<file path="src/sv/bda_pkg.sv">
// ----------------------------------------------------------------------------
// bda_pkg - shared definitions for the binary to decimal ASCII converter
// Widths, character codes, the controller state type and the BCD digit
// correction used by the shift-and-add-3 conversion.
// ----------------------------------------------------------------------------
package bda_pkg;

  localparam int WORD_W     = 32;
  localparam int DIGIT_W    = 4;
  localparam int NUM_DIGITS = 10;
  localparam int BCD_W      = NUM_DIGITS * DIGIT_W;
  localparam int CHAR_W     = 8;
  localparam int BIT_CNT_W  = $clog2(WORD_W);
  localparam int LEFT_W     = $clog2(NUM_DIGITS + 1);

  localparam logic [CHAR_W-1:0] ASCII_ZERO  = 8'd48;
  localparam logic [CHAR_W-1:0] ASCII_MINUS = 8'd45;
  localparam logic [CHAR_W-1:0] ASCII_NINE  = 8'd57;

  localparam logic [BIT_CNT_W-1:0] LAST_BIT   = BIT_CNT_W'(WORD_W - 1);
  localparam logic [LEFT_W-1:0]    ALL_DIGITS = LEFT_W'(NUM_DIGITS);

  typedef enum logic [2:0] {
    S_IDLE,
    S_CONV,
    S_SKIP,
    S_SIGN,
    S_DIGIT
  } bda_state_t;

  // A digit of five or more doubles past nine, so it is corrected by three first.
  function automatic logic [DIGIT_W-1:0] dabble_adjust(input logic [DIGIT_W-1:0] d);
    logic [DIGIT_W-1:0] r;
    r = (d >= DIGIT_W'(5)) ? d + DIGIT_W'(3) : d;
    return r;
  endfunction

endpackage

</file>
<file path="src/sv/binary_to_decimal_ascii.sv">
// ----------------------------------------------------------------------------
// binary_to_decimal_ascii - 32-bit word to decimal ASCII text
// Bit-serial shift-and-add-3 conversion followed by a character sequencer.
// ----------------------------------------------------------------------------
// Usage:
//   The input channel (s_axis_*) carries one word per transaction: tdata is
//   the 32-bit value, tuser selects signed (1) or unsigned (0) reading.
//   The output channel (m_axis_*) returns the decimal text one ASCII
//   character per transaction, most significant digit first, with a leading
//   '-' for negative signed words and tlast on the final character.
//   Operation: after the input transaction the word is shifted into the BCD
//   register one bit per cycle, then leading zero digits are dropped one
//   per cycle (up to nine digits), the skip state then moves on to the sign
//   or first digit, and characters leave one per cycle through the output
//   register while the receiver is ready. A new word is accepted once the
//   last character of the previous one is loaded into the output register.
//   Reset clears the controller and the output valid; no word is pending.
//   When the receiver stalls the output register holds its character and
//   the sequencer waits; no character is lost or repeated.
// ----------------------------------------------------------------------------
module binary_to_decimal_ascii
  import bda_pkg::*;
(
  input  logic              clk,
  input  logic              rst,
  input  logic              s_axis_tvalid,
  output logic              s_axis_tready,
  input  logic [WORD_W-1:0] s_axis_tdata,   // [31:0] value
  input  logic              s_axis_tuser,   // [0] func (1 = signed)
  output logic              m_axis_tvalid,
  input  logic              m_axis_tready,
  output logic [CHAR_W-1:0] m_axis_tdata,   // [7:0] char_code
  output logic              m_axis_tlast    // last
);

  bda_state_t           state, state_next;
  logic [WORD_W-1:0]    mag_sr, mag_sr_next;
  logic [BCD_W-1:0]     bcd, bcd_next;
  logic [BCD_W-1:0]     bcd_adj;
  logic [BIT_CNT_W-1:0] bit_cnt, bit_cnt_next;
  logic [LEFT_W-1:0]    left, left_next;
  logic                 neg, neg_next;
  logic                 out_valid, out_valid_next;
  logic [CHAR_W-1:0]    char_code, char_code_next;
  logic                 out_last, out_last_next;
  logic                 slot_free;
  logic                 in_fire;
  logic [DIGIT_W-1:0]   top_digit;

  assign s_axis_tready = (state == S_IDLE);
  assign in_fire       = s_axis_tvalid && s_axis_tready;
  assign slot_free     = !out_valid || m_axis_tready;
  assign top_digit     = bcd[BCD_W-1 -: DIGIT_W];

  assign m_axis_tvalid = out_valid;
  assign m_axis_tdata  = char_code;
  assign m_axis_tlast  = out_last;

  always_comb begin
    for (int i = 0; i < NUM_DIGITS; i++) begin
      bcd_adj[i*DIGIT_W +: DIGIT_W] = dabble_adjust(bcd[i*DIGIT_W +: DIGIT_W]);
    end
  end

  always_ff @(posedge clk) begin
    if (rst) begin
      state     <= S_IDLE;
      out_valid <= 1'b0;
    end else begin
      state     <= state_next;
      out_valid <= out_valid_next;
    end
  end

  always_ff @(posedge clk) begin
    mag_sr    <= mag_sr_next;
    bcd       <= bcd_next;
    bit_cnt   <= bit_cnt_next;
    left      <= left_next;
    neg       <= neg_next;
    char_code <= char_code_next;
    out_last  <= out_last_next;
  end

  always_comb begin
    state_next     = state;
    mag_sr_next    = mag_sr;
    bcd_next       = bcd;
    bit_cnt_next   = bit_cnt;
    left_next      = left;
    neg_next       = neg;
    out_valid_next = out_valid && !m_axis_tready;
    char_code_next = char_code;
    out_last_next  = out_last;

    case (state)
      S_IDLE: begin
        if (in_fire) begin
          neg_next     = s_axis_tuser && s_axis_tdata[WORD_W-1];
          // The unsigned negation also covers the most negative word.
          mag_sr_next  = neg_next ? (WORD_W'(0) - s_axis_tdata) : s_axis_tdata;
          bcd_next     = '0;
          bit_cnt_next = '0;
          left_next    = ALL_DIGITS;
          state_next   = S_CONV;
        end
      end
      S_CONV: begin
        bcd_next     = {bcd_adj[BCD_W-2:0], mag_sr[WORD_W-1]};
        mag_sr_next  = {mag_sr[WORD_W-2:0], 1'b0};
        bit_cnt_next = bit_cnt + BIT_CNT_W'(1);
        if (bit_cnt == LAST_BIT) begin
          state_next = S_SKIP;
        end
      end
      S_SKIP: begin
        // Drop leading zeros, but always keep the units digit.
        if (top_digit == '0 && left != LEFT_W'(1)) begin
          bcd_next  = {bcd[BCD_W-DIGIT_W-1:0], {DIGIT_W{1'b0}}};
          left_next = left - LEFT_W'(1);
        end else begin
          state_next = neg ? S_SIGN : S_DIGIT;
        end
      end
      S_SIGN: begin
        if (slot_free) begin
          out_valid_next = 1'b1;
          char_code_next = ASCII_MINUS;
          out_last_next  = 1'b0;
          state_next     = S_DIGIT;
        end
      end
      S_DIGIT: begin
        if (slot_free) begin
          out_valid_next = 1'b1;
          char_code_next = ASCII_ZERO + CHAR_W'(top_digit);
          out_last_next  = (left == LEFT_W'(1));
          bcd_next       = {bcd[BCD_W-DIGIT_W-1:0], {DIGIT_W{1'b0}}};
          left_next      = left - LEFT_W'(1);
          if (left == LEFT_W'(1)) begin
            state_next = S_IDLE;
          end
        end
      end
      default: begin
        state_next = S_IDLE;
      end
    endcase
  end

`ifndef ASSERT_OFF
  a_char_code: assert property (@(posedge clk) disable iff (rst)
    out_valid |-> (char_code == ASCII_MINUS ||
                   (char_code >= ASCII_ZERO && char_code <= ASCII_NINE)))
    else $error("output character is neither a digit nor a minus sign");

  a_minus_not_last: assert property (@(posedge clk) disable iff (rst)
    (out_valid && char_code == ASCII_MINUS) |-> !out_last)
    else $error("minus sign flagged as last character");

  a_accept_starts_conv: assert property (@(posedge clk) disable iff (rst)
    in_fire |=> (state == S_CONV && bit_cnt == '0))
    else $error("accepted word did not start the conversion");

  a_bcd_digit: assert property (@(posedge clk) disable iff (rst)
    (state == S_DIGIT) |-> (top_digit <= DIGIT_W'(9) && left != '0))
    else $error("emitted digit out of BCD range or no digits left");

  a_sign_only_neg: assert property (@(posedge clk) disable iff (rst)
    (state == S_SIGN) |-> neg)
    else $error("sign state entered for a non-negative word");
`endif

endmodule
</file>
<file path="config.mk">
export PLATFORM = sky130hd
export DESIGN_NAME = binary_to_decimal_ascii
export DESIGN_NICKNAME = d
export VERILOG_FILES = /design/src/sv/bda_pkg.sv /design/src/sv/binary_to_decimal_ascii.sv
export SDC_FILE = /design/constraint.sdc
export NUM_CORES = 1
export LEC_CHECK = 0
export ABC_CLOCK_PERIOD_IN_PS = 5400
export BUFFER_PORTS_ARGS = -buffer_cell sky130_fd_sc_hd__buf_4
export CELL_PAD_IN_SITES_DETAIL_PLACEMENT = 1
export CELL_PAD_IN_SITES_GLOBAL_PLACEMENT = 1
export CORE_ASPECT_RATIO = 0.7
export CORE_UTILIZATION = 45
export DETAILED_ROUTE_END_ITERATION = 8
export GPL_TIMING_DRIVEN = 0
export MAX_ROUTING_LAYER = met4
export PLACE_DENSITY = 0.77
export SLEW_MARGIN = 25
export SYNTH_ARGS = -nofsm -noshare
export SYNTH_HDL_FRONTEND = slang
export SYNTH_SLANG_ARGS = --single-unit
</file>
<file path="constraint.sdc">
create_clock -name clk -period 5.4 [get_ports clk]
set_input_delay 1.62 -clock clk [delete_from_list [all_inputs] [get_ports clk]]
set_output_delay 1.62 -clock clk [all_outputs]
set_load 0.02 [all_outputs]
</file>
==> qor.csv <==
metric,value,unit
outcome,"complete, no violations",
drt first pass iters,5,
core area,11800,sq um
TritonCTS clock tree,built,
Slew headroom,33.0,%
MaxCap Viol Count,0,
total gr overflow,0,
Setup-failing EPs final,0,
power density over the cells,529,nW/um^2
Root Driver,clkbuf_16,
# DRC,0,
Adder-Cell Fraction of Synth Area,5.89,%
Post-DP Area,6050,sq um
GRT Total Usage,24.6,%
n_diodes,0,
Synth Cell Area,5520,sq um
Worst Tran Pin Value,1.00,ns
fin. max-slew vios,0,
"commonest non-fill, non-tap cell in the layout",edfxtp_1,
placed cell count,762,
post_cts resized,0,
initial antenna violation count,0,
hold bufs inserted after CTS,0,
CTS Buffer Depth,2,
setup_tns,0,ns
DR vias,4360,
share of cells above drive strength 1,12.7,%
setup ws final,1.64,ns
multiplexer area fraction after synthesis,0.952,%
Finished Cell Area,6360,sq um
worst stage delay on the critical path,0.92,ns
H-tree levels,3,
Post-Synth Simple-Gate Area,16.7,%
#FFs+latches synth,92,
Sw Ratio,38.9,%
vias in the first global route,4468,
CP endpoint,bcd[11],
Hold WC Path Type,reg -> reg,
largest net degree at the start of global routing,41,
crit start category,input pin,
crit-path cells,buf_4 > nand2b_1 > nand2_1 > a311oi_1 > or2_2,
pre-CTS WS,1.27,ns
largest family of logic cells by synthesized area,simple AND/OR/NAND/NOR gates,
sequential power share,43.8,%
"Reg clk slew, reported paths",0.06,ns
crit path max-delay cell type,or2_2,
R2R depth,6,
initial core utilization,46.8,%
Setup Buffers After CTS,0,
row count,33,
R2R Setup Slk,2.15,ns
initial DRC count,270,
clk sinks,92,
RSZ-0062 raised after global routing,no,
Max Clock Skew,0.00787,ns
critical setup path kind,in -> reg,
"EDFF count, synth",88,
Worst EP arrival,3.72,ns
Detail Route Antenna Nets,0,
register area share after synthesis,49.3,%
fillcell total,1372,
ys async rst share,0,%
"non-filler cells, final",778,
clk_lat worst skew,0.34,ns
Worst Path Required,5.36,ns
CTS Buf Count,9,
complex-gate fraction of the synthesized area,15.4,%
crit path launch,m_axis_tready,
Post-Synth XOR/XNOR Area,7.61,%
Die Ht,94.7,um
Hold Slack,0.526,ns
Tot Pwr,3.36,mW
Final Hold Fails,0,
VDD IR max,0.249,mV
Clk pwr share,19.1,%
PortBufs,44,
Nets,679,
Leak,2.31,nW
routed len/inst,18.0,um
Max Fanout on Critical Path,40,
FF-to-FF Start,left[0],
"Primary FF master, synth",edfxtp_1,
Mapped Cells,560,
Synth Warn #,0,
synth-to-layout area growth,15.2,%
Worst Setup End Kind,register,
DP Wirelength,10.0,mm
global placement routability congestion,0.853,
most frequent cells in the layout,"edfxtp_1 (88), nand2_1 (68), o21ai_0 (66)",
Synth cell types,47,
utilization after layout,53.8,%
die extent in x,134,um
die area,12700,sq um
global-route wire length before repair,23.3,mm
internal power,2.06,mW
final wirelength,14.0,mm
Tcrit/Tclk final,69.5,%
post-route minimum period,3.76,ns
Comb power frac,37.1,%
Psw,1.31,mW
max frequency,266,MHz
R2R Path End,bcd[11],
"Avg Cell Area, Syn",9.86,sq um
vias per cell,5.60,
I/O pin total,48,
[synth_stat cells, types with 2 or more instances]
library cell   n  area share [%]
edfxtp_1      88              48
nand2_1       68             4.6
o21ai_0       66             6.0
a21oi_1       44             4.0
nor2_1        38             2.6
xnor2_1       35             5.6
inv_1         29             2.0
ha_1          26             5.9
clkbuf_1      21             1.4
nor3b_1       15             2.0
nand2b_1      13             1.5
xor2_1        13             2.1
a31oi_1       11             1.2
nor3_1        11             1.0
a22o_1         9             1.4
o31ai_1        9             1.2
and3_1         6            0.68
nor4_1         5            0.57
dfxtp_1        4             1.5
or2_2          4            0.45
and2_1         3            0.34
buf_4          3            0.41
mux2i_1        3            0.54
nand3_1        3            0.27
nand4_1        3            0.34
a22oi_1        2            0.27
buf_2          2            0.18
conb_1         2            0.14
mux2_2         2            0.41
nor2b_1        2            0.23
nor4_2         2            0.45
or3_1          2            0.23
or4_1          2            0.27
[layout make-up]
cell class / instances / area [sq um] / area share [%]
flip-flops and latches: 92 / 2720 / 42.8
well taps: 157 / 196 / 3.09
inverters: 30 / 113 / 1.77
plain buffers: 26 / 111 / 1.75
clock inverters: 5 / 62.6 / 0.984
clock buffers: 11 / 233 / 3.66
multi-input cells: 413 / 2590 / 40.7
repair buffers: 44 / 330 / 5.19
[critical path, delay by kind of cell]
family | cells | cell delay (ns)
AO/OA/AOI/OAI | 1 | 0.79
AND/OR/NAND/NOR | 3 | 1.21
buffers and inverters | 1 | 0.07
[worst min path at each step]
stage / startpoint / endpoint / slack (ns) / cells after the start
final: mag_sr[18] / mag_sr[19] / 0.53 / 2
after global placement: mag_sr[15] / mag_sr[16] / 0.51 / 2
after CTS: mag_sr[18] / mag_sr[19] / 0.53 / 2
after detailed placement: mag_sr[13] / mag_sr[14] / 0.52 / 2
after global routing: mag_sr[15] / mag_sr[16] / 0.57 / 2
after floorplan: mag_sr[9] / mag_sr[10] / 0.50 / 2
[sequential cells by signal (all words and copies together) (netlist names)]
name,flops
m_axis_tdata,5
left,4
bcd,40
m_axis_tvalid,1
state,3
m_axis_tlast,1
mag_sr,32
neg,1
bit_cnt,5
[power by group through the flow]
stage | sequential [mW] | combinational (mW) | clock, mW
3_5_place_dp | 1.48 | 1.24 | 0
3_3_place_gp | 1.46 | 1.17 | 0
4_1_cts | 1.47 | 1.26 | 0.651
6_report | 1.47 | 1.25 | 0.642
5_1_grt | 1.51 | 1.41 | 0.681
2_1_floorplan | 1.40 | 0.893 | 0
[cell families after synthesis]
family	after synthesis
AND/OR/NAND/NOR	183
AO/OA/AOI/OAI	148
flip-flops	92
buffers and inverters	56
XOR/XNOR	48
adder cells (fa/ha/maj)	26
multiplexers	5
other	2
[routing by layer]
layer	up-vias	track usage (%)	part of all wire, %
li1	2114	-	-
met1	2165	33.4	49
met5	-	-	0
met4	0	6.46	0.87
met2	72	38.3	46
met3	9	3.92	3.7
Note: power is estimated with default switching activity, not from simulation.
